**src/hdl/pssg_pkg.sv**
```systemverilog
package pssg_pkg;

   // configuration port
   localparam int CFG_W       = 10;
   localparam int CFG_INDEX_W = 3;
   localparam logic [CFG_INDEX_W-1:0] REG_SOURCE_SPAN = 3'd0;
   localparam logic [CFG_INDEX_W-1:0] REG_START_WIDTH = 3'd1;
   localparam logic [CFG_INDEX_W-1:0] REG_END_WIDTH   = 3'd2;
   localparam logic [CFG_INDEX_W-1:0] REG_VIEW_WIDTH  = 3'd3;
   localparam logic [CFG_INDEX_W-1:0] REG_VIEW_HEIGHT = 3'd4;

   // payload
   localparam int COORD_W = 9;
   localparam logic FUNC_START = 1'b0;
   localparam logic FUNC_STEP  = 1'b1;

   // line width: 21 integer bits plus 16 fraction bits
   localparam int WIDTH_INT_W = 21;
   localparam int WIDTH_W     = WIDTH_INT_W + 16;
   localparam int LINE_W      = 10;
   localparam int XSTEP_W     = 32;

   // controller to datapath commands
   typedef struct packed {
      logic load_start;
      logic step;
      logic mul;
      logic sum;
      logic div_start;
      logic div_sel;
      logic latch_w;
      logic fin;
   } cmd_type;

   // datapath to controller status
   typedef struct packed {
      logic eol;
      logic eof;
      logic div_done;
   } status_type;

endpackage

```
**src/hdl/pssg_if.sv**
```systemverilog
interface pssg_req_if;
   logic                          valid;
   logic                          ready;
   logic                          func;
   logic [pssg_pkg::COORD_W-1:0]  scroll_x;
   logic [pssg_pkg::COORD_W-1:0]  scroll_y;

   modport source (output valid, func, scroll_x, scroll_y, input ready);
   modport sink   (input valid, func, scroll_x, scroll_y, output ready);
endinterface

interface pssg_rsp_if;
   logic                          valid;
   logic                          ready;
   logic [pssg_pkg::COORD_W-1:0]  source_row;
   logic [pssg_pkg::COORD_W-1:0]  source_col_left;
   logic [pssg_pkg::COORD_W-1:0]  source_col_right;
   logic [pssg_pkg::COORD_W-1:0]  dest_row;
   logic [pssg_pkg::COORD_W-1:0]  dest_col_left;
   logic [pssg_pkg::COORD_W-1:0]  dest_col_right;
   logic                          end_of_line;
   logic                          end_of_frame;

   modport source (output valid, source_row, source_col_left, source_col_right, dest_row,
                   dest_col_left, dest_col_right, end_of_line, end_of_frame, input ready);
   modport sink   (input valid, source_row, source_col_left, source_col_right, dest_row,
                   dest_col_left, dest_col_right, end_of_line, end_of_frame, output ready);
endinterface

```
**src/hdl/pssg_divider.sv**
```systemverilog
// Restoring divider, one quotient bit per cycle, MSB first.
module pssg_divider #(
   parameter int DVD_W = 52,
   parameter int DSR_W = 37,
   parameter int QUO_W = 89
) (
   input  logic             clock,
   input  logic             reset,
   input  logic             start,
   input  logic [DVD_W-1:0] dividend,
   input  logic [DSR_W-1:0] divisor,
   output logic [QUO_W-1:0] quotient,
   output logic             done
);
   localparam int CNT_W = $clog2(DVD_W + 1);

   logic [DVD_W-1:0] dvd_ff, dvd_in;
   logic [DSR_W-1:0] dsr_ff, dsr_in;
   logic [DSR_W-1:0] rem_ff, rem_in;
   logic [QUO_W-1:0] quo_ff, quo_in;
   logic [CNT_W-1:0] cnt_ff, cnt_in;
   logic             busy_ff, busy_in;
   logic             done_ff, done_in;
   logic [DSR_W:0]   shifted;
   logic [DSR_W:0]   diff;
   logic             qbit;

   // trial subtract
   always_comb begin
      shifted = {rem_ff, dvd_ff[DVD_W-1]};
      diff    = shifted - {1'b0, dsr_ff};
      qbit    = (shifted >= {1'b0, dsr_ff});
   end

   always_comb begin
      dvd_in  = dvd_ff;
      dsr_in  = dsr_ff;
      rem_in  = rem_ff;
      quo_in  = quo_ff;
      cnt_in  = cnt_ff;
      busy_in = busy_ff;
      done_in = 1'b0;
      if (start) begin
         dvd_in  = dividend;
         dsr_in  = divisor;
         rem_in  = '0;
         quo_in  = '0;
         cnt_in  = CNT_W'(DVD_W);
         busy_in = 1'b1;
      end else if (busy_ff) begin
         dvd_in = dvd_ff << 1;
         rem_in = qbit ? diff[DSR_W-1:0] : shifted[DSR_W-1:0];
         quo_in = {quo_ff[QUO_W-2:0], qbit};
         cnt_in = cnt_ff - 1'b1;
         if (cnt_ff == CNT_W'(1)) begin
            busy_in = 1'b0;
            done_in = 1'b1;
         end
      end
   end

   always_ff @(posedge clock) begin
      dvd_ff <= dvd_in;
      dsr_ff <= dsr_in;
      rem_ff <= rem_in;
      quo_ff <= quo_in;
      cnt_ff <= cnt_in;
      if (reset) begin
         busy_ff <= 1'b0;
         done_ff <= 1'b0;
      end else begin
         busy_ff <= busy_in;
         done_ff <= done_in;
      end
   end

   assign quotient = quo_ff;
   assign done     = done_ff;

endmodule

```
**src/hdl/pssg_datapath.sv**
```systemverilog
// Registers, line setup arithmetic and result payload.
module pssg_datapath #(
   parameter int SOURCE_SIZE   = 512,
   parameter int FRACTION_BITS = 20
) (
   input  logic                               clock,
   input  logic                               reset,
   input  logic                               csr_write_enable,
   input  logic [pssg_pkg::CFG_INDEX_W-1:0]   csr_index,
   input  logic [pssg_pkg::CFG_W-1:0]         csr_write_data,
   input  logic [pssg_pkg::COORD_W-1:0]       scroll_x,
   input  logic [pssg_pkg::COORD_W-1:0]       scroll_y,
   input  pssg_pkg::cmd_type                  cmd,
   output pssg_pkg::status_type               status,
   output logic [pssg_pkg::COORD_W-1:0]       source_row,
   output logic [pssg_pkg::COORD_W-1:0]       source_col_left,
   output logic [pssg_pkg::COORD_W-1:0]       source_col_right,
   output logic [pssg_pkg::COORD_W-1:0]       dest_row,
   output logic [pssg_pkg::COORD_W-1:0]       dest_col_left,
   output logic [pssg_pkg::COORD_W-1:0]       dest_col_right,
   output logic                               end_of_line,
   output logic                               end_of_frame
);
   localparam int SB    = $clog2(SOURCE_SIZE);
   localparam int FB    = FRACTION_BITS;
   localparam int CW    = SB + FB;
   localparam int YW    = SB + FB + 16;
   localparam int WW    = pssg_pkg::WIDTH_W;
   localparam int DW    = pssg_pkg::CFG_W + FB + 32;
   localparam int QW    = YW + WW;
   localparam int CFGW  = pssg_pkg::CFG_W;
   localparam int CO    = pssg_pkg::COORD_W;
   localparam int LW    = pssg_pkg::LINE_W;
   localparam int XW    = pssg_pkg::XSTEP_W;
   localparam logic [XW-1:0] HALF    = XW'((64'd1 << (FB - 1)) - 64'd1);
   localparam logic [YW-1:0] Y_RESET = YW'(((64'd1 << (FB - 1)) - 64'd1) << 16);
   localparam logic [YW-1:0] YMASK   = '1;

   // configuration registers
   logic [CFGW-1:0] span_ff, start_w_ff, end_w_ff, view_w_ff, view_h_ff;

   always_ff @(posedge clock) begin
      if (reset) begin
         span_ff    <= CFGW'(512);
         start_w_ff <= CFGW'(96);
         end_w_ff   <= CFGW'(480);
         view_w_ff  <= CFGW'(256);
         view_h_ff  <= CFGW'(224);
      end else if (csr_write_enable) begin
         case (csr_index)
            pssg_pkg::REG_SOURCE_SPAN: span_ff    <= csr_write_data;
            pssg_pkg::REG_START_WIDTH: start_w_ff <= csr_write_data;
            pssg_pkg::REG_END_WIDTH:   end_w_ff   <= csr_write_data;
            pssg_pkg::REG_VIEW_WIDTH:  view_w_ff  <= csr_write_data;
            pssg_pkg::REG_VIEW_HEIGHT: view_h_ff  <= csr_write_data;
            default: ;
         endcase
      end
   end

   // scan state
   logic [SB-1:0]    xc_ff, row_origin_ff, cur_row_ff;
   logic [LW-1:0]    line_ff;
   logic [CO-1:0]    pair_ff, pair_end_ff;
   logic [XW-1:0]    x_accum_ff, x_step_ff;
   logic [YW-1:0]    y_accum_ff;
   logic [19:0]      prod_a_ff;
   logic [20:0]      prod_b_ff;
   logic [21:0]      m_ff;
   logic [WW-1:0]    w_ff;

   // combinational helpers
   logic [CFGW-1:0]  vh;
   logic [CFGW-1:0]  span_m1;
   logic [YW-1:0]    step_val;
   logic [63:0]      xs_wide;
   logic [WW-16-1:0] w_int;
   logic [WW-16-1:0] xend_cl;
   logic [CO-1:0]    xend;
   logic [CO-1:0]    half;
   logic [CW-1:0]    x_center;
   logic [CW-1:0]    xa_c;
   logic [CW-1:0]    col_l, col_r;
   logic [LW:0]      line_p1;
   logic             eol, eof;
   logic [DW-1:0]    div_dividend;
   logic [WW-1:0]    div_divisor;
   logic [QW-1:0]    quotient;
   logic             div_done;

   always_comb begin
      vh       = (view_h_ff == '0) ? CFGW'(1) : view_h_ff;
      span_m1  = (span_ff == '0) ? '0 : span_ff - 1'b1;
      step_val = (quotient[QW-1:YW] != '0) ? YMASK : quotient[YW-1:0];
      xs_wide  = 64'(step_val >> 16);
      w_int    = w_ff[WW-1:16];
      xend_cl  = (w_int > (WW-16)'(view_w_ff)) ? (WW-16)'(view_w_ff) : w_int;
      xend     = CO'(xend_cl >> 1);
      half     = CO'(view_w_ff >> 1);
      x_center = {xc_ff, {FB{1'b0}}};
      xa_c     = CW'({{CW{1'b0}}, x_accum_ff});
      col_l    = x_center - xa_c;
      col_r    = x_center + xa_c;
      line_p1  = {1'b0, line_ff} + 1'b1;
      eol      = (pair_ff == pair_end_ff);
      eof      = eol && (line_p1 >= (LW+1)'(vh));
      if (cmd.div_sel) begin
         div_dividend = DW'({span_m1, {(FB + 32){1'b0}}});
         div_divisor  = w_ff;
      end else begin
         div_dividend = DW'({m_ff[20:0], 16'b0});
         div_divisor  = WW'(vh);
      end
   end

   pssg_divider #(.DVD_W(DW), .DSR_W(WW), .QUO_W(QW)) u_div (
      .clock    (clock),
      .reset    (reset),
      .start    (cmd.div_start),
      .dividend (div_dividend),
      .divisor  (div_divisor),
      .quotient (quotient),
      .done     (div_done)
   );

   // state updates driven by the controller
   always_ff @(posedge clock) begin
      if (reset) begin
         xc_ff         <= '0;
         row_origin_ff <= '0;
         cur_row_ff    <= '0;
         line_ff       <= '0;
         pair_ff       <= '0;
         pair_end_ff   <= '0;
         x_accum_ff    <= HALF;
         x_step_ff     <= '0;
         y_accum_ff    <= Y_RESET;
      end else begin
         if (cmd.load_start) begin
            xc_ff         <= SB'(SB'(scroll_x) + SB'(span_ff >> 1));
            row_origin_ff <= SB'(scroll_y);
            y_accum_ff    <= Y_RESET;
            line_ff       <= '0;
         end
         if (cmd.mul) begin
            cur_row_ff <= row_origin_ff + y_accum_ff[YW-1 -: SB];
         end
         if (cmd.fin) begin
            x_step_ff   <= (xs_wide[63:32] != '0) ? '1 : xs_wide[31:0];
            y_accum_ff  <= y_accum_ff + step_val;
            x_accum_ff  <= HALF;
            pair_ff     <= '0;
            pair_end_ff <= (xend == '0) ? '0 : xend - 1'b1;
         end
         if (cmd.step) begin
            x_accum_ff <= x_accum_ff + x_step_ff;
            if (eol) begin
               line_ff <= line_ff + 1'b1;
            end else begin
               pair_ff <= pair_ff + 1'b1;
            end
         end
      end
   end

   // line width arithmetic
   always_ff @(posedge clock) begin
      if (cmd.mul) begin
         prod_a_ff <= start_w_ff * vh;
         prod_b_ff <= 21'($signed({1'b0, end_w_ff}) - $signed({1'b0, start_w_ff}))
                      * $signed({1'b0, line_ff});
      end
      if (cmd.sum) begin
         m_ff <= {2'b0, prod_a_ff} + {prod_b_ff[20], prod_b_ff};
      end
      if (cmd.latch_w) begin
         w_ff <= ($signed(m_ff) > 0) ? quotient[WW-1:0] : WW'(1);
      end
   end

   // result payload
   always_ff @(posedge clock) begin
      if (cmd.step) begin
         source_row       <= CO'(cur_row_ff);
         source_col_left  <= CO'(col_l[CW-1:FB]);
         source_col_right <= CO'(col_r[CW-1:FB]);
         dest_row         <= CO'(line_ff);
         dest_col_left    <= half - pair_ff - 1'b1;
         dest_col_right   <= half + pair_ff;
         end_of_line      <= eol;
         end_of_frame     <= eof;
      end
   end

   assign status.eol      = eol;
   assign status.eof      = eof;
   assign status.div_done = div_done;

endmodule

```
**src/hdl/pssg_ctrl.sv**
```systemverilog
// Frame and line sequencer with result valid flag.
module pssg_ctrl (
   input  logic                  clock,
   input  logic                  reset,
   input  logic                  req_valid,
   input  logic                  req_func,
   output logic                  req_ready,
   output logic                  rsp_valid,
   input  logic                  rsp_ready,
   input  pssg_pkg::status_type  status,
   output pssg_pkg::cmd_type     cmd
);
   localparam logic [3:0] ST_IDLE  = 4'd0;
   localparam logic [3:0] ST_RUN   = 4'd1;
   localparam logic [3:0] ST_MUL   = 4'd2;
   localparam logic [3:0] ST_SUM   = 4'd3;
   localparam logic [3:0] ST_DIV1S = 4'd4;
   localparam logic [3:0] ST_DIV1  = 4'd5;
   localparam logic [3:0] ST_DIV2S = 4'd6;
   localparam logic [3:0] ST_DIV2  = 4'd7;
   localparam logic [3:0] ST_FIN   = 4'd8;

   logic [3:0] state_ff, state_in;
   logic       rsp_valid_ff, rsp_valid_in;
   logic       accept;

   assign req_ready = (state_ff == ST_IDLE || state_ff == ST_RUN) &&
                      (!rsp_valid_ff || rsp_ready);
   assign accept    = req_valid && req_ready;
   assign rsp_valid = rsp_valid_ff;

   // next state and commands
   always_comb begin
      state_in     = state_ff;
      cmd          = '0;
      rsp_valid_in = rsp_valid_ff && !rsp_ready;
      case (state_ff)
         ST_IDLE, ST_RUN: begin
            if (accept) begin
               if (req_func == pssg_pkg::FUNC_START) begin
                  cmd.load_start = 1'b1;
                  state_in       = ST_MUL;
               end else if (state_ff == ST_RUN) begin
                  cmd.step     = 1'b1;
                  rsp_valid_in = 1'b1;
                  if (status.eof) begin
                     state_in = ST_IDLE;
                  end else if (status.eol) begin
                     state_in = ST_MUL;
                  end
               end
            end
         end
         ST_MUL: begin
            cmd.mul  = 1'b1;
            state_in = ST_SUM;
         end
         ST_SUM: begin
            cmd.sum  = 1'b1;
            state_in = ST_DIV1S;
         end
         ST_DIV1S: begin
            cmd.div_start = 1'b1;
            state_in      = ST_DIV1;
         end
         ST_DIV1: begin
            if (status.div_done) begin
               cmd.latch_w = 1'b1;
               state_in    = ST_DIV2S;
            end
         end
         ST_DIV2S: begin
            cmd.div_start = 1'b1;
            cmd.div_sel   = 1'b1;
            state_in      = ST_DIV2;
         end
         ST_DIV2: begin
            cmd.div_sel = 1'b1;
            if (status.div_done) begin
               state_in = ST_FIN;
            end
         end
         ST_FIN: begin
            cmd.div_sel = 1'b1;
            cmd.fin     = 1'b1;
            state_in    = ST_RUN;
         end
         default: begin
            state_in = ST_IDLE;
         end
      endcase
   end

   always_ff @(posedge clock) begin
      if (reset) begin
         state_ff     <= ST_IDLE;
         rsp_valid_ff <= 1'b0;
      end else begin
         state_ff     <= state_in;
         rsp_valid_ff <= rsp_valid_in;
      end
   end

   // no transaction taken while a line is being set up
   a_no_accept_in_setup: assert property (@(posedge clock) disable iff (reset)
      !(state_ff == ST_IDLE || state_ff == ST_RUN) |-> !req_ready)
      else $error("input accepted during line setup");

   // divider finishes only while it is awaited
   a_div_done_awaited: assert property (@(posedge clock) disable iff (reset)
      status.div_done |-> (state_ff == ST_DIV1 || state_ff == ST_DIV2))
      else $error("unexpected divider completion");

   // setup always ends in the running state
   a_fin_to_run: assert property (@(posedge clock) disable iff (reset)
      state_ff == ST_FIN |=> state_ff == ST_RUN)
      else $error("setup did not return to run");

endmodule

```
**src/hdl/perspective_slant_scan_generator_unit.sv**
```systemverilog
// Perspective floor scan address generator. A transaction with func 0 latches the
// scroll position, opens a frame and returns nothing; each transaction with func 1
// returns one mirrored pixel pair of source and destination addresses, flagged at
// line and frame end. A step is taken once the previous pair is accepted. At
// every line start (after a start transaction or the last pair of a line) the
// block sets up the line in multiply, sum, divide and finish states; the serial
// divider forms the line width and source step one quotient bit per cycle; no
// transaction is taken meanwhile. Step transactions outside a frame are consumed
// with no result. Write the configuration only while the block is idle.
module perspective_slant_scan_generator_unit #(
   parameter int SOURCE_SIZE   = 512,
   parameter int FRACTION_BITS = 20
) (
   input  logic                              clock,
   input  logic                              reset,
   input  logic                              csr_write_enable,
   input  logic [pssg_pkg::CFG_INDEX_W-1:0]  csr_index,
   input  logic [pssg_pkg::CFG_W-1:0]        csr_write_data,
   pssg_req_if.sink                          req_ch,
   pssg_rsp_if.source                        rsp_ch
);
   pssg_pkg::cmd_type    cmd;
   pssg_pkg::status_type status;

   pssg_ctrl u_ctrl (
      .clock     (clock),
      .reset     (reset),
      .req_valid (req_ch.valid),
      .req_func  (req_ch.func),
      .req_ready (req_ch.ready),
      .rsp_valid (rsp_ch.valid),
      .rsp_ready (rsp_ch.ready),
      .status    (status),
      .cmd       (cmd)
   );

   pssg_datapath #(.SOURCE_SIZE(SOURCE_SIZE), .FRACTION_BITS(FRACTION_BITS)) u_dp (
      .clock            (clock),
      .reset            (reset),
      .csr_write_enable (csr_write_enable),
      .csr_index        (csr_index),
      .csr_write_data   (csr_write_data),
      .scroll_x         (req_ch.scroll_x),
      .scroll_y         (req_ch.scroll_y),
      .cmd              (cmd),
      .status           (status),
      .source_row       (rsp_ch.source_row),
      .source_col_left  (rsp_ch.source_col_left),
      .source_col_right (rsp_ch.source_col_right),
      .dest_row         (rsp_ch.dest_row),
      .dest_col_left    (rsp_ch.dest_col_left),
      .dest_col_right   (rsp_ch.dest_col_right),
      .end_of_line      (rsp_ch.end_of_line),
      .end_of_frame     (rsp_ch.end_of_frame)
   );

endmodule

```
**src/flat_wrapper.sv**
```systemverilog
// flat-port wrapper written by rule: the top's interface ports become plain ports
module perspective_slant_scan_generator_unit_flat 
#(
   parameter int SOURCE_SIZE   = 512,
   parameter int FRACTION_BITS = 20
)
  (clock, reset, csr_write_enable, csr_index, csr_write_data, req_ch_valid, req_ch_func, req_ch_scroll_x, req_ch_scroll_y, req_ch_ready, rsp_ch_valid, rsp_ch_source_row, rsp_ch_source_col_left, rsp_ch_source_col_right, rsp_ch_dest_row, rsp_ch_dest_col_left, rsp_ch_dest_col_right, rsp_ch_end_of_line, rsp_ch_end_of_frame, rsp_ch_ready);
  pssg_req_if req_ch_i ();
  pssg_rsp_if rsp_ch_i ();
  input  logic clock;
  input  logic reset;
  input  logic csr_write_enable;
  input  logic [pssg_pkg::CFG_INDEX_W-1:0] csr_index;
  input  logic [pssg_pkg::CFG_W-1:0] csr_write_data;
  input wire logic [$bits(req_ch_i.valid)-1:0] req_ch_valid;
  input wire logic [$bits(req_ch_i.func)-1:0] req_ch_func;
  input wire logic [$bits(req_ch_i.scroll_x)-1:0] req_ch_scroll_x;
  input wire logic [$bits(req_ch_i.scroll_y)-1:0] req_ch_scroll_y;
  output wire logic [$bits(req_ch_i.ready)-1:0] req_ch_ready;
  output wire logic [$bits(rsp_ch_i.valid)-1:0] rsp_ch_valid;
  output wire logic [$bits(rsp_ch_i.source_row)-1:0] rsp_ch_source_row;
  output wire logic [$bits(rsp_ch_i.source_col_left)-1:0] rsp_ch_source_col_left;
  output wire logic [$bits(rsp_ch_i.source_col_right)-1:0] rsp_ch_source_col_right;
  output wire logic [$bits(rsp_ch_i.dest_row)-1:0] rsp_ch_dest_row;
  output wire logic [$bits(rsp_ch_i.dest_col_left)-1:0] rsp_ch_dest_col_left;
  output wire logic [$bits(rsp_ch_i.dest_col_right)-1:0] rsp_ch_dest_col_right;
  output wire logic [$bits(rsp_ch_i.end_of_line)-1:0] rsp_ch_end_of_line;
  output wire logic [$bits(rsp_ch_i.end_of_frame)-1:0] rsp_ch_end_of_frame;
  input wire logic [$bits(rsp_ch_i.ready)-1:0] rsp_ch_ready;
  assign req_ch_i.valid = req_ch_valid;
  assign req_ch_i.func = req_ch_func;
  assign req_ch_i.scroll_x = req_ch_scroll_x;
  assign req_ch_i.scroll_y = req_ch_scroll_y;
  assign req_ch_ready = req_ch_i.ready;
  assign rsp_ch_valid = rsp_ch_i.valid;
  assign rsp_ch_source_row = rsp_ch_i.source_row;
  assign rsp_ch_source_col_left = rsp_ch_i.source_col_left;
  assign rsp_ch_source_col_right = rsp_ch_i.source_col_right;
  assign rsp_ch_dest_row = rsp_ch_i.dest_row;
  assign rsp_ch_dest_col_left = rsp_ch_i.dest_col_left;
  assign rsp_ch_dest_col_right = rsp_ch_i.dest_col_right;
  assign rsp_ch_end_of_line = rsp_ch_i.end_of_line;
  assign rsp_ch_end_of_frame = rsp_ch_i.end_of_frame;
  assign rsp_ch_i.ready = rsp_ch_ready;
  perspective_slant_scan_generator_unit #(.SOURCE_SIZE(SOURCE_SIZE), .FRACTION_BITS(FRACTION_BITS)) u_core (.clock(clock), .reset(reset), .csr_write_enable(csr_write_enable), .csr_index(csr_index), .csr_write_data(csr_write_data), .req_ch(req_ch_i), .rsp_ch(rsp_ch_i));
endmodule
```
**config.mk**
```make
export PLATFORM = sky130hd
export DESIGN_NAME = perspective_slant_scan_generator_unit_flat
export DESIGN_NICKNAME = d
export VERILOG_FILES = /design/src/hdl/pssg_pkg.sv /design/src/hdl/pssg_if.sv /design/src/hdl/pssg_divider.sv /design/src/hdl/pssg_datapath.sv /design/src/hdl/pssg_ctrl.sv /design/src/hdl/perspective_slant_scan_generator_unit.sv /design/src/flat_wrapper.sv
export SDC_FILE = /design/constraint.sdc
export NUM_CORES = 2
export LEC_CHECK = 0
export BUFFER_PORTS_ARGS = -buffer_cell sky130_fd_sc_hd__buf_2
export CAP_MARGIN = 20
export CORE_UTILIZATION = 45
export CTS_CLUSTER_DIAMETER = 150
export CTS_CLUSTER_SIZE = 20
export DETAILED_ROUTE_END_ITERATION = 12
export GPL_TIMING_DRIVEN = 0
export SLEW_MARGIN = 15
export SYNTH_ARGS = -nofsm -noshare
export SYNTH_HDL_FRONTEND = slang
export SYNTH_SLANG_ARGS = --single-unit
```
**constraint.sdc**
```tcl
create_clock -name clock -period 7.7 [get_ports clock]
set_clock_uncertainty 0.15 [all_clocks]
set_input_delay 1.155 -clock clock [delete_from_list [all_inputs] [get_ports clock]]
set_output_delay 1.155 -clock clock [all_outputs]
set_load 0.02 [all_outputs]
```
==> impl_metrics.csv <==
group,metric,value,unit
run_status,status,"complete, no violations",
synth,synthArstFlopShare,0,%
placed_design,globalplace.congestion,0.9050,
global_route,top_usage_layer,"met2",
route,drt_wl_total,102.0,mm
critical_path,worst-path-max-fanout,7,
sta,fmax,0.1375,GHz
floorplan,ios,95,
synth,synth_edf_count,239,
final_layout,layout-drive-gt1-share,5.232,%
synth,yosysWarnings,0,
sta,maxSlewViolCount,0,
power,p_leak,18.09,nW
power,power.share.sequential,46.0,%
final_layout,syn2layout_area_growth,8.392,%
sta,period_share,94.47,%
clock_tree,root_buffer,"clkbuf_16",
critical_path,cp.arrival,7440,ps
power,swShare,33.54,%
global_route,first_global_vias,28561,
power,ir_drop,0.1806,mV
global_route,grt_pass1_wl,160.1,mm
floorplan,die_h,294.6,microns
critical_path,max_stage_delay,540,ps
synth,yosys-top-cells-area,"edfxtp_1, dfxtp_1, ha_1",
floorplan,dieArea,0.08678,sq mm
sta,finalHoldViolations,0,
route,routed_via_density,5.385,
clock_tree,postCtsHoldBufs,0,
route,dr.pass1.iters,6,
global_route,grt_max_degree,48,
critical_path,critPathKind,"reg -> reg",
route,routedWlPerCell,18.43,microns
global_route,grt_usage,23.55,%
critical_path,cpMaxStageDelayCell,"fa_1",
clock_tree,clk_pin_slew_worst_paths,90,ps
route,vias,29803,
clock_tree,htreeDepth,2,
floorplan,die_w,294.6,microns
global_route,gr-usage-met3,2.964,%
final_layout,fillCellCount,8060,
placed_design,pre_cts_ws,-479.7,ps
global_route,grt.overflow.total,0,
sta,tightest_slew,1096,ps
global_route,met2_usage,36.18,%
power,p_int,5.204,mW
power,clkPwrFrac,25.0,%
clock_tree,cts_buffer_depth,3,
global_route,grt_use_met1,34.97,%
synth,yosys_most_used_dff,"dfxtp_1",
sta,finalSetupViolations,0,
power,finalPower,7.830,mW
critical_path,start_kind,"register",
power,power_frac_comb,29.0,%
flow_run,max_cap_violations,0,
global_route,antenna_found_initial,8,
critical_path,crit_top_cell,"fa_1",
synth,yosys.area.top_type_share,18.63,%
synth,synth_area_leader_cell,"edfxtp_1",
synth,syn_nets,4752,
route,ant_nets,0,
final_layout,fin_nets,4900,
clock_tree,cts.sinks,579,
sta,slew_headroom,25.96,%
sta,rsz0062_at_grt,"no",
clock_tree,cts_tree,"yes",
synth,netlist-cell-type-count,91,
clock_tree,clock_latency,590,ps
placed_design,port_buffers,92,
sta,layout_setup_ws,425.5,ps
floorplan,num_rows,106,
floorplan,placeableCoreArea,0.08422,sq mm
sta,period_needed,7275,ps
power,power.density,187.5,mW/mm^2
floorplan,initial_core_util,45.74,%
placed_design,hpwlAfterDp,79.08,mm
synth,synth_cells,4225,
clock_tree,numCtsBuffers,35,
critical_path,cp-end-kind,"register",
synth,synth_area,0.03852,sq mm
hold_path,hold_path_class,"reg -> reg",
synth,ys_seq_area_share,36.30,%
power,p_sw,2.626,mW
critical_path,cp.required,7860,ps
route,first_iter_violations,2090,
route,drcViolationCount,0,
synth,syn_area_per_cell,9.118,sq um
synth,ys_seq_elements,579,
==> cell type report <==
class                   instances  area (sq um)  share of cell area [%]
repair buffers                111         651.9                   1.561
plain buffers                 162         650.6                   1.558
diodes                          4         10.01                 0.02397
inverters                     407          1531                   3.668
flip-flops and latches        579         13990                   33.51
well taps                    1134          1419                   3.398
clock inverters                 3         33.78                 0.08090
multi-input cells            3077         22510                   53.91
clock buffers                  57         958.4                   2.295
==> critical path, delay by kind of cell, from the launching register on <==
kind | cells | cell delay (ps)
adders and majority gates | 7 | 3160
AOI/OAI and AO/OA | 10 | 1540
and+or+nand+nor | 6 | 1100
DFF | 1 | 440
xor gates and xnor gates | 2 | 340
buffers and inverters | 4 | 260
==> cells in the final DEF (no fill, tap or decap), types with 11 or more instances in the layout <==
cell       instances
mux2i_1          111
clkbuf_1         161
nand4_1           28
nand3_1           71
ha_1             316
or3_1             21
o21bai_1          33
a21o_1            92
inv_1            401
o22ai_1           11
xor2_1            84
and2_1           138
fa_1             173
o21a_1            25
nor2_1           455
xnor2_1          140
buf_4             14
nor4_1            27
a31oi_1           19
edfxtp_1         239
nand2_1          403
o21ai_0          164
o211ai_1          25
nor2b_1           40
a22oi_1           13
a211oi_1          37
a21oi_1          295
and3_1            22
buf_2             99
dfxtp_1          337
clkbuf_16         35
nor3_1            99
nand2b_1          76
==> power groups by stage <==
| stage | Combinational, mW | Clock [mW] | Sequential [mW] |
|---|---|---|---|
| 2_1_floorplan | 1.67 | 0 | 3.63 |
| 6_report | 2.27 | 1.96 | 3.60 |
| 3_5_place_dp | 2.24 | 0 | 3.67 |
| 5_1_grt | 2.52 | 2.11 | 3.63 |
| 3_3_place_gp | 2.21 | 0 | 3.67 |
| 4_1_cts | 2.25 | 2.01 | 3.60 |
==> cell usage after synthesis, drive strengths merged (7+ instances only) <==
cell type,instances
o21ai,175
ha,316
nand3b,7
xnor2,142
xor2,86
or3,21
nand3,71
fa,174
nand2,404
o21bai,34
and3,23
o31ai,10
a31oi,19
mux2i,111
dfxtp,340
a21o,92
edfxtp,239
nand2b,77
nand4,28
nor2,459
a2111oi,7
nor2b,41
o22ai,11
or2,7
a211oi,40
a21boi,10
inv,404
nor4,28
o21a,26
buf,20
o211ai,26
a21oi,303
nor3,103
a22oi,14
clkbuf,142
and2,138
==> logic make-up (layout without fill, tap and decap cells) <==
group | Yosys count | after routing | share of synthesized area, %
simple gates | 1425 | 1425 | 17.21
mux | 113 | 113 | 2.943
other cells | 0 | 4 | 0
compound gates | 821 | 821 | 13.44
buf+inv | 569 | 740 | 5.619
flops | 579 | 579 | 36.30
fa+ha+maj | 490 | 490 | 19.30
xor+xnor | 228 | 228 | 5.183
==> path summary, 6_finish.rpt <==
check	cells past startpoint	end	slack (ps)	startpoint
worst min-delay path	0	u_core.u_dp.dest_row[2]$_DFFE_PP_	280	u_core.u_dp.line_ff[2]$_SDFF_PP0_
worst max-delay path	29	u_core.u_dp.prod_b_ff[20]$_DFFE_PP_	430	u_core.u_dp.start_w_ff[1]$_SDFFE_PP0P_
worst max register to register	29	u_core.u_dp.prod_b_ff[20]$_DFFE_PP_	430	u_core.u_dp.start_w_ff[1]$_SDFFE_PP0P_
worst min register to register	0	u_core.u_dp.dest_row[2]$_DFFE_PP_	280	u_core.u_dp.line_ff[2]$_SDFF_PP0_
==> registers in the layout, indices dropped and copies added, names as in the netlist, 20 cells and up <==
signal	flops
u_core.u_dp.m_ff	22
u_core.u_dp.prod_a_ff	20
u_core.u_dp.prod_b_ff	21
u_core.u_dp.u_div.dsr_ff	37
u_core.u_dp.u_div.dvd_ff	46
u_core.u_dp.u_div.quotient	82
u_core.u_dp.u_div.rem_ff	37
u_core.u_dp.w_ff	37
u_core.u_dp.x_accum_ff	29
u_core.u_dp.x_step_ff	29
u_core.u_dp.y_accum_ff	45
==> timing repair <==
action | 4_1_cts | 5_1_grt
setup buffers | 0 | 9
endpoints found under the setup margin | 6 | 6
resized for setup | 13 | 20
pin swaps | 0 | 5
==> routing by layer <==
layer  up-vias  routed length (microns)
met5         -                       27
met4         4                     1897
met3       101                     5452
met2       674                    44350
met1     14389                    50250
li1      14635                        -
==> metrics by stage <==
stage               hold WS, ps  cells  util [%]  instance area (sq um)  setup TNS (ps)
floorplan                 256.4   4225         -                  38520               0
global placement          256.7   5451     47.98                  40400           -1425
detailed placement        264.3   5459     48.15                  40550           -1503
CTS                       283.7   5519     49.40                  41600               0
global route              293.0   5534     49.58                  41760               0
finish                    284.2   5534     49.58                  41760               0
No activity file was read; power rests on OpenSTA's default activity.
